$ cat src/rtl/plm_pkg.sv
// Shared types and constants for the partial envelope and LFO modulator.
// No dependencies.
package plm_pkg;

  typedef logic [1:0] stage_t;

  localparam stage_t STG_ATTACK  = 2'd0;
  localparam stage_t STG_DECAY   = 2'd1;
  localparam stage_t STG_SUSTAIN = 2'd2;
  localparam stage_t STG_RELEASE = 2'd3;

  localparam logic [2:0] CFG_ATTACK_STEP   = 3'd0;
  localparam logic [2:0] CFG_DECAY_STEP    = 3'd1;
  localparam logic [2:0] CFG_RELEASE_STEP  = 3'd2;
  localparam logic [2:0] CFG_SUSTAIN_LEVEL = 3'd3;
  localparam logic [2:0] CFG_PHASE_STEP    = 3'd4;
  localparam logic [2:0] CFG_LFO_DEPTH     = 3'd5;
  localparam logic [2:0] CFG_PER_PARTIAL   = 3'd6;

  localparam logic [16:0] ONE_Q16 = 17'h10000;

  typedef struct packed {
    logic [16:0] attack_step;
    logic [16:0] decay_step;
    logic [16:0] rel_step;
    logic [16:0] sustain_level;
    logic [15:0] phase_step;
    logic [15:0] lfo_depth;
    logic        per_partial;
  } cfg_t;

  // Request leaving the envelope stage towards the modulation pipeline
  typedef struct packed {
    logic        valid;
    logic [15:0] amp;
    logic [16:0] lvl;
    stage_t      stage;
    logic        mod_en;
    logic [15:0] phase;
  } item_t;

endpackage

$ cat src/rtl/plm_state.sv
// Per-partial state memories (envelope and LFO phase), reset clearing sweep,
// read-modify-write with forwarding and the envelope update. Uses plm_pkg.
module plm_state
  import plm_pkg::*;
#(
  parameter int PARTIALS = 64
) (
  input  logic        clk_i,
  input  logic        rst_ni,
  input  cfg_t        cfg_i,
  input  logic        in_valid_i,
  output logic        in_stall_o,
  input  logic [5:0]  partial_index_i,
  input  logic        is_active_i,
  input  logic [15:0] amplitude_in_i,
  input  logic        block_start_i,
  input  logic        block_any_active_i,
  input  logic        ready_i,
  output item_t       item_o
);

  localparam int AW = (PARTIALS > 1) ? $clog2(PARTIALS) : 1;

  logic [18:0] env_mem [PARTIALS];
  logic [15:0] ph_mem  [PARTIALS];

  logic          clr_q, clr_d;
  logic [AW-1:0] clr_cnt_q, clr_cnt_d;
  logic          all_rel_q, all_rel_d;

  logic          s1_v_q, s1_v_d;
  logic [AW-1:0] s1_addr_q;
  logic          s1_active_q, s1_start_q, s1_any_q, s1_inrange_q;
  logic [15:0]   s1_amp_q;

  logic [18:0]   env_rd_q, fwd_env_data_q;
  logic [15:0]   ph_rd_q, fwd_ph_data_q;
  logic          fwd_env_q, fwd_ph_q;

  logic          acc, adv;
  logic [AW-1:0] env_raddr, ph_raddr;
  logic          env_we, ph_we;
  logic [AW-1:0] env_waddr, ph_waddr;
  logic [18:0]   env_wdata;
  logic [15:0]   ph_wdata;

  logic [18:0]   env_cur;
  logic [16:0]   lvl_cur, lvl_n;
  stage_t        stg_cur, stg_n;
  logic [15:0]   ph_cur, ph_new;
  logic          shared_adv, own_adv, upd;
  logic [17:0]   att_sum;
  logic signed [18:0] dec_diff, rel_diff;

  assign in_stall_o = clr_q | (s1_v_q & ~ready_i);
  assign acc        = in_valid_i & ~in_stall_o;
  assign adv        = s1_v_q & ready_i;

  assign env_raddr = AW'(partial_index_i);
  assign ph_raddr  = cfg_i.per_partial ? env_raddr : '0;

  // S1: current values, forwarded when the previous request wrote the same entry
  assign env_cur = fwd_env_q ? fwd_env_data_q : env_rd_q;
  assign ph_cur  = fwd_ph_q ? fwd_ph_data_q : ph_rd_q;
  assign lvl_cur = env_cur[18:2];
  assign stg_cur = all_rel_q ? STG_RELEASE : stage_t'(env_cur[1:0]);
  assign ph_new  = ph_cur + cfg_i.phase_step;

  assign shared_adv = s1_any_q & s1_start_q & ~cfg_i.per_partial & (cfg_i.lfo_depth != '0);
  assign upd        = s1_any_q & s1_inrange_q & s1_active_q;
  assign own_adv    = upd & cfg_i.per_partial;

  always_comb begin
    att_sum  = {1'b0, lvl_cur} + {1'b0, cfg_i.attack_step};
    dec_diff = $signed({2'b00, lvl_cur}) - $signed({2'b00, cfg_i.decay_step});
    rel_diff = $signed({2'b00, lvl_cur}) - $signed({2'b00, cfg_i.rel_step});
    lvl_n    = lvl_cur;
    stg_n    = stg_cur;
    case (stg_cur)
      STG_ATTACK: begin
        if (att_sum >= {1'b0, ONE_Q16}) begin
          lvl_n = ONE_Q16;
          stg_n = STG_DECAY;
        end else begin
          lvl_n = att_sum[16:0];
        end
      end
      STG_DECAY: begin
        if (dec_diff <= $signed({2'b00, cfg_i.sustain_level})) begin
          lvl_n = (cfg_i.sustain_level > ONE_Q16) ? ONE_Q16 : cfg_i.sustain_level;
          stg_n = STG_SUSTAIN;
        end else begin
          lvl_n = dec_diff[16:0];
        end
      end
      STG_SUSTAIN: begin
        lvl_n = lvl_cur;
      end
      default: begin
        lvl_n = (rel_diff < 0) ? '0 : rel_diff[16:0];
      end
    endcase
  end

  // write ports: clearing sweep after reset, otherwise the S1 write-back
  always_comb begin
    env_we    = clr_q | (adv & s1_any_q & s1_inrange_q);
    env_waddr = clr_q ? clr_cnt_q : s1_addr_q;
    env_wdata = '0;
    if (!clr_q) begin
      env_wdata = s1_active_q ? {lvl_n, stg_n} : {lvl_cur, STG_RELEASE};
    end
    ph_we    = clr_q | (adv & (shared_adv | own_adv));
    ph_waddr = clr_q ? clr_cnt_q : (cfg_i.per_partial ? s1_addr_q : '0);
    ph_wdata = clr_q ? '0 : ph_new;
  end

  always_ff @(posedge clk_i) begin
    if (env_we) begin
      env_mem[env_waddr] <= env_wdata;
    end
    if (acc) begin
      env_rd_q <= env_mem[env_raddr];
    end
  end

  always_ff @(posedge clk_i) begin
    if (ph_we) begin
      ph_mem[ph_waddr] <= ph_wdata;
    end
    if (acc) begin
      ph_rd_q <= ph_mem[ph_raddr];
    end
  end

  always_comb begin
    clr_d     = clr_q;
    clr_cnt_d = clr_cnt_q;
    if (clr_q) begin
      clr_cnt_d = clr_cnt_q + 1'b1;
      if (clr_cnt_q == AW'(PARTIALS - 1)) begin
        clr_d = 1'b0;
      end
    end
    all_rel_d = all_rel_q | (adv & ~s1_any_q);
    s1_v_d    = acc | (s1_v_q & ~ready_i);
  end

  always_ff @(posedge clk_i or negedge rst_ni) begin
    if (!rst_ni) begin
      clr_q     <= 1'b1;
      clr_cnt_q <= '0;
      all_rel_q <= 1'b0;
      s1_v_q    <= 1'b0;
    end else begin
      clr_q     <= clr_d;
      clr_cnt_q <= clr_cnt_d;
      all_rel_q <= all_rel_d;
      s1_v_q    <= s1_v_d;
    end
  end

  always_ff @(posedge clk_i) begin
    if (acc) begin
      s1_addr_q      <= env_raddr;
      s1_active_q    <= is_active_i;
      s1_amp_q       <= amplitude_in_i;
      s1_start_q     <= block_start_i;
      s1_any_q       <= block_any_active_i;
      s1_inrange_q   <= ({26'd0, partial_index_i} < 32'(PARTIALS));
      fwd_env_q      <= env_we & (env_waddr == env_raddr);
      fwd_env_data_q <= env_wdata;
      fwd_ph_q       <= ph_we & (ph_waddr == ph_raddr);
      fwd_ph_data_q  <= ph_wdata;
    end
  end

  always_comb begin
    item_o.valid  = s1_v_q;
    item_o.amp    = s1_amp_q;
    item_o.lvl    = upd ? lvl_n : (s1_inrange_q ? lvl_cur : '0);
    item_o.stage  = upd ? stg_n : STG_RELEASE;
    item_o.mod_en = upd & (cfg_i.lfo_depth != '0);
    item_o.phase  = (shared_adv | cfg_i.per_partial) ? ph_new : ph_cur;
  end

endmodule

$ cat config.mk
export PLATFORM = sky130hd
export DESIGN_NAME = plm_state
export DESIGN_NICKNAME = d
export VERILOG_FILES = /design/src/rtl/plm_pkg.sv /design/src/rtl/plm_state.sv
export SDC_FILE = /design/constraint.sdc
export NUM_CORES = 2
export LEC_CHECK = 0
export BUFFER_PORTS_ARGS = -buffer_cell sky130_fd_sc_hd__buf_2
export CORE_MARGIN = 2
export CORE_UTILIZATION = 54
export CTS_BUF_LIST = sky130_fd_sc_hd__clkbuf_4 sky130_fd_sc_hd__clkbuf_8
export DETAILED_ROUTE_END_ITERATION = 6
export PLACE_DENSITY_LB_ADDON = 0.12
export SLEW_MARGIN = 30
export SYNTH_ARGS = -nofsm -noshare
export SYNTH_HDL_FRONTEND = slang
export SYNTH_SLANG_ARGS = --single-unit
$ cat constraint.sdc
create_clock -name clk_i -period 8.1 [get_ports clk_i]
set_input_delay 0.81 -clock clk_i [delete_from_list [all_inputs] [get_ports clk_i]]
set_output_delay 0.81 -clock clk_i [all_outputs]
set_load 0.02 [all_outputs]
### Yosys cells after proc, flatten, opt, wreduce, memory -nomap -nowiden

Memories as Yosys holds them, arrays and structs flattened. A register that Yosys moved wholly into a read port is not among the register bits.
Cells that the tools add are included.

* $add $sub $neg: 5
* magnitude comparators: 4
* equal/unequal tests: 5
* mux-type cells: 27
* bitwise gates (word level): 25
* reduce and logical (&&, ||, !) cells: 2

Operator list (count)
* $mux W17: 5
* $mux W19: 3
* $pmux W17 S3: 1
* $mux W16: 3
* $sub A17 B17 Y18: 2
* $mux W6: 4
* $add A17 B17 Y18: 1
* $ge A18 B17 Y1 const B: 1
* $le A18 B18 Y1: 1
* $lt A18 B1 Y1 const B: 1
* $gt A17 B17 Y1 const B: 1
* $add A16 B16 Y16: 1
* $reduce_bool A16 Y1: 1
* $and A1 B1 Y1: 14
* $eq A6 B6 Y1: 2
* $mux W2: 4
* $or A1 B1 Y1: 7
* $add A6 B1 Y6 const B: 1
* $eq A6 B6 Y1 const B: 1
* $mux W1: 6
* $not A1 Y1: 4
* $pmux W2 S2: 1
* $eq A2 B1 Y1 const B: 1
* $eq A2 B2 Y1 const B: 1
* $logic_not A2 Y1: 1

* bits in registers: 71
* RAM bits: 2240
* input bits: 130
* output and inout bits: 54
* logic and storage cells: 83
* memories kept: 2

Memories
* env_mem: depth 64, width 19, read ports 1, clocked after Yosys merged registers in 1, write ports 1, RTL line plm_state.sv:24 `logic [18:0] env_mem [PARTIALS];`
* ph_mem: depth 64, width 16, read ports 1, clocked after Yosys merged registers in 1, write ports 1, RTL line plm_state.sv:25 `logic [15:0] ph_mem [PARTIALS];`

### Longest topological paths before layout

* depth in word-level cells: 8
* depth in mapped cells: 24
* mapped depth without buffers: 21

### Worst setup path before layout

Ideal clock, no wire load.

* path kind: flip-flop to flip-flop
* start: reg fwd_env_q
* end: mem env_mem[0][10], data pin
* arrival: 6831 ps
* path slack: 532 ps
* cell stages (with the launch flop): 22
* path buffers: 2
* period minus slack after synthesis: 7568 ps
* path through: edfxtp_1 -> clkbuf_1 -> clkbuf_1 -> mux2_2 -> ha_1 -> nor2b_1 -> o211ai_1 -> a31oi_1 -> a311oi_1 -> nor3_1 -> or3_1 -> and2_1 -> ha_1 -> a21oi_1 -> nand2_1 -> a211o_1 -> nor3_1 -> or3b_4 -> nor2_2 -> o31ai_1 -> a21oi_1 -> o32ai_1

* longest elaborated chain between the ends: 7

Ends and longest elaborated chain
* from (decl): RTL line plm_state.sv:38 `logic fwd_env_q, fwd_ph_q;`
* from (signal assigned): RTL line plm_state.sv:171 `fwd_env_q <= env_we & (env_waddr == env_raddr);`
* $mux W19 *: RTL line plm_state.sv:63 `assign env_cur = fwd_env_q ? fwd_env_data_q : env_rd_q;`
* $sub A17 B17 Y18 (tied with other cells): RTL line plm_state.sv:76 `rel_diff = $signed({2'b00, lvl_cur}) - $signed({2'b00, cfg_i.rel_step});`
* $lt A18 B1 Y1 (tied with other cells): RTL line plm_state.sv:100 `lvl_n = (rel_diff < 0) ? '0 : rel_diff[16:0];`
* $mux W17 (on tied branches): RTL line plm_state.sv:100, plm_state.sv:81, plm_state.sv:89
* $pmux W17 S3: RTL line plm_state.sv:79 `case (stg_cur)`
* $mux W19 *: RTL line plm_state.sv:111 `env_wdata = s1_active_q ? {lvl_n, stg_n} : {lvl_cur, STG_RELEASE};`
* $mux W19 *: RTL line plm_state.sv:110 `if (!clr_q) begin`
* via env_wdata[10]: RTL line plm_state.sv:44 `logic [18:0] env_wdata;`
* to (decl): RTL line plm_state.sv:24

Mark *: on every way through the listed nets, which the timed path passes. The rest lies on a longest branch.

==> results.cfg <==
[placed_design]
gp_congestion = 0.9496
numPortBuffers = 183
dp_slack_ns = 1.032
hpwl_mm = 147.8

[die]
design.core.area_mm2 = 0.1738
dieWidth_um = 422.0
pin_count = 184
initial_core_util_pct = 54.29
fp.dieArea_mm2 = 0.1781
rows = 153
die_h_um = 422.0

[routing]
ant_nets = 0
routed_wirelength_mm = 250.1
vias_per_cell = 6.365
drc = 0
first_iter_violations = 5717
via_count = 49730
wire_per_inst_um = 32.02
dr.pass1.iters = 6

[grt]
grt_max_degree = 169
grt.total_usage_pct = 28.09
grt_first_pass_wirelength_mm = 356.4
grt_pass1_vias = 49100
grt_antenna_before_repair = 9
gr-total-overflow = 0

[synth]
synthAdderAreaFrac_pct = 1.199
synth_top_cell_by_area = edfxtp_1
async_flop_share_pct = 0.3836
synth_common_cells = edfxtp_1, mux4_2, nor2_1
synth-edff-count = 2337
synth-xor-area-share_pct = 0.6218
synth.area.top_cells = edfxtp_1, mux4_2, o221ai_1
synth_mux_area_share_pct = 14.82
synth_nets = 4887
synthFlopType = edfxtp_1
synth.most_common_cell = edfxtp_1
postSynthAreaPerCell_um2 = 20.21
synthSimpleGateAreaFrac_pct = 2.450
ys_types = 80
syn_area_mm2 = 0.09437
synth_top_area_share_pct = 74.37
synth_top_family_by_area = multiplexers
yosysSeqAreaShare_pct = 74.61
netlist_instances = 4669
ys_ff_latch = 2346
synth_compound_area_share_pct = 4.898
ys_warn_count = 0

[sta]
hold_viol_final = 0
clock_skew_ns = 0.07414
period_share_pct = 96.03
max_freq_ghz = 0.1286
finalWorstSetupSlack_ns = 0.3218
finalSetupTns_ns = 0
slew_headroom_pct = 30.22
setup_viol = 0
max_slew.worst_pin.slew_ns = 1.044
period_minus_slack_ns = 7.778
rsz0062_at_grt = false
slew_viol_final = 0
timing.hold.ws_ns = 0.1400

[clocking]
cts_tree = built
cts.htree.levels = 5
clkSlewWorstSetupHoldPaths_ns = 0.07
cts_inserted_buffers = 384
cts_num_sinks = 2346
cts_max_path_buffers = 4
cts_root_buffer = clkbuf_8
clk_latency_ns = 1.11

[critical_path]
timing.rr.start = fwd_env_q
critPathKind = reg2out
setup.worst_path.end_class = output port
rrSetupSlack_ns = 1.45
r2r_end = env_mem[7][3]
crit_fanout = 15
critPathLaunchType = register
worst_r2r_path_depth = 22
required_ns = 7.29
crit_arrival_ns = 6.97

[hold_path]
min_path_type = in2async

[layout]
fillCellCount = 12410
utilization_pct = 61.76
multi_input_area_mm2 = 0.02337
seq_area_mm2 = 0.07040
synthToLayoutAreaGrowth_pct = 13.76
layout-drive-gt1-share_pct = 31.96
fin_nets = 5434

[power]
irDropWorstVdd_uv = 206.6
p_leak_nw = 34.45
power_w = 0.02703
power_density_mw_per_mm2 = 251.8

[job]
cap_violations = 0

[outcome]
status = complete, no violations
-- final cells by class --
class | instances | area share (%)
Tap cell | 2325 | 2.710
Clock buffer | 516 | 5.881
Antenna cell | 10 | 0.02331
Multi-Input combinational cell | 1994 | 21.77
Clock inverter | 132 | 0.6900
Inverter | 67 | 0.2413
Timing Repair Buffer | 423 | 3.100
Sequential cell | 2346 | 65.58
-- state kept, by name, summed over array words and instances, names as in the netlist, 6 cells and up --
signal	flops
clr_cnt_q	6
env_mem	1216
env_rd_q	19
fwd_env_data_q	19
fwd_ph_data_q	16
ph_mem	1024
ph_rd_q	16
s1_addr_q	6
s1_amp_q	16
-- timing repair --
item | 4_1_cts | 5_1_grt
resized for setup | 0 | 8
hold buffers | 23 | 0
setup endpoints to repair | 8 | 14
setup buffers | 3 | 0
pin swaps | 0 | 0
endpoints found under the hold margin | 30 | 0
-- power breakdown --
part / total (W) / internal [W] / switching (W)
clock network: 0.00969 / 0.00521 / 0.00448
logic: 0.00304 / 0.000877 / 0.00216
registers: 0.0143 / 0.0143 / 0.0000198
-- critical path, stage by stage, from the launching register on --
cell and delay, ns:
edfxtp_1 0.43, buf_12 0.17, mux2i_2 0.36, ha_1 0.27, fa_1 0.24, nor2b_1 0.08, o211ai_1 0.24, a31oi_1 0.21
a311oi_2 0.39, nor3_1 0.12, or3_1 0.40, and2_1 0.18, ha_1 0.32, a21oi_1 0.16, nand2_1 0.09, a211o_1 0.27
nor3_1 0.42, nor3b_4 0.12, nand2_4 0.23, mux2i_1 0.12, a211oi_1 0.57, a21oi_1 0.24, buf_2 0.23
-- placed cells by master, fill, tap and decap left out, types with 25 or more instances in the layout --
| master | netlist | layout |
|---|---|---|
| edfxtp_1 | 2337 | 2337 |
| mux4_2 | 591 | 591 |
| clkbuf_8 | 0 | 390 |
| buf_4 | 3 | 188 |
| o21ai_0 | 180 | 180 |
| buf_2 | 59 | 179 |
| o221ai_1 | 133 | 133 |
| o22ai_1 | 132 | 131 |
| clkbuf_4 | 0 | 126 |
| nor2_1 | 204 | 119 |
| nand2_1 | 109 | 105 |
| clkinv_1 | 0 | 90 |
| ha_1 | 84 | 84 |
| inv_1 | 67 | 66 |
| a21oi_1 | 77 | 61 |
| nor2_2 | 1 | 53 |
| mux2_2 | 43 | 43 |
| xnor2_1 | 41 | 41 |
| nor2_4 | 0 | 33 |
| and2_1 | 38 | 29 |
| nand3_1 | 30 | 29 |
| xor2_1 | 26 | 26 |
| a31oi_1 | 26 | 25 |
| a211oi_1 | 33 | 25 |
-- cell families (layout without fill, tap and decap cells) --
family,after synthesis,after routing
AND/OR/NAND/NOR,496,496
multiplexers,653,653
adder cells (fa/ha/maj),88,88
buffers and inverters,329,1138
other,0,10
flip-flops,2346,2346
XOR/XNOR,67,67
AO/OA/AOI/OAI,690,690
-- worst max-delay path by stage --
stage / startpoint / endpoint / slack, ns / depth (start not counted)
2_1_floorplan: fwd_env_q / env_mem[0][10] / 0.53 / 21
3_3_place_gp: fwd_env_q / item_o[30] / 1.04 / 21
3_5_place_dp: fwd_env_q / item_o[30] / 1.03 / 21
4_1_cts: fwd_env_q / item_o[30] / 0.04 / 22
5_1_grt: fwd_env_q / item_o[26] / 0.11 / 23
6_report: fwd_env_q / item_o[30] / 0.32 / 22
-- layer usage --
metal / vias up / GRT usage, % / share of wire [%]
met5: - / 0 / 0.0048
met4: 2 / 9.738 / 3.4
met3: 442 / 4.277 / 7.1
met2: 2172 / 46.09 / 50
met1: 26340 / 38.93 / 40
li1: 20780 / - / -
-- stage by stage --
stage / instance area (um2) / instances
floorplan: 94370 / 4669
global placement: 99300 / 7107
detailed placement: 99730 / 7121
CTS: 107100 / 7795
global route: 107300 / 7805
finish: 107400 / 7813
No activity file was read; power rests on OpenSTA's default activity.
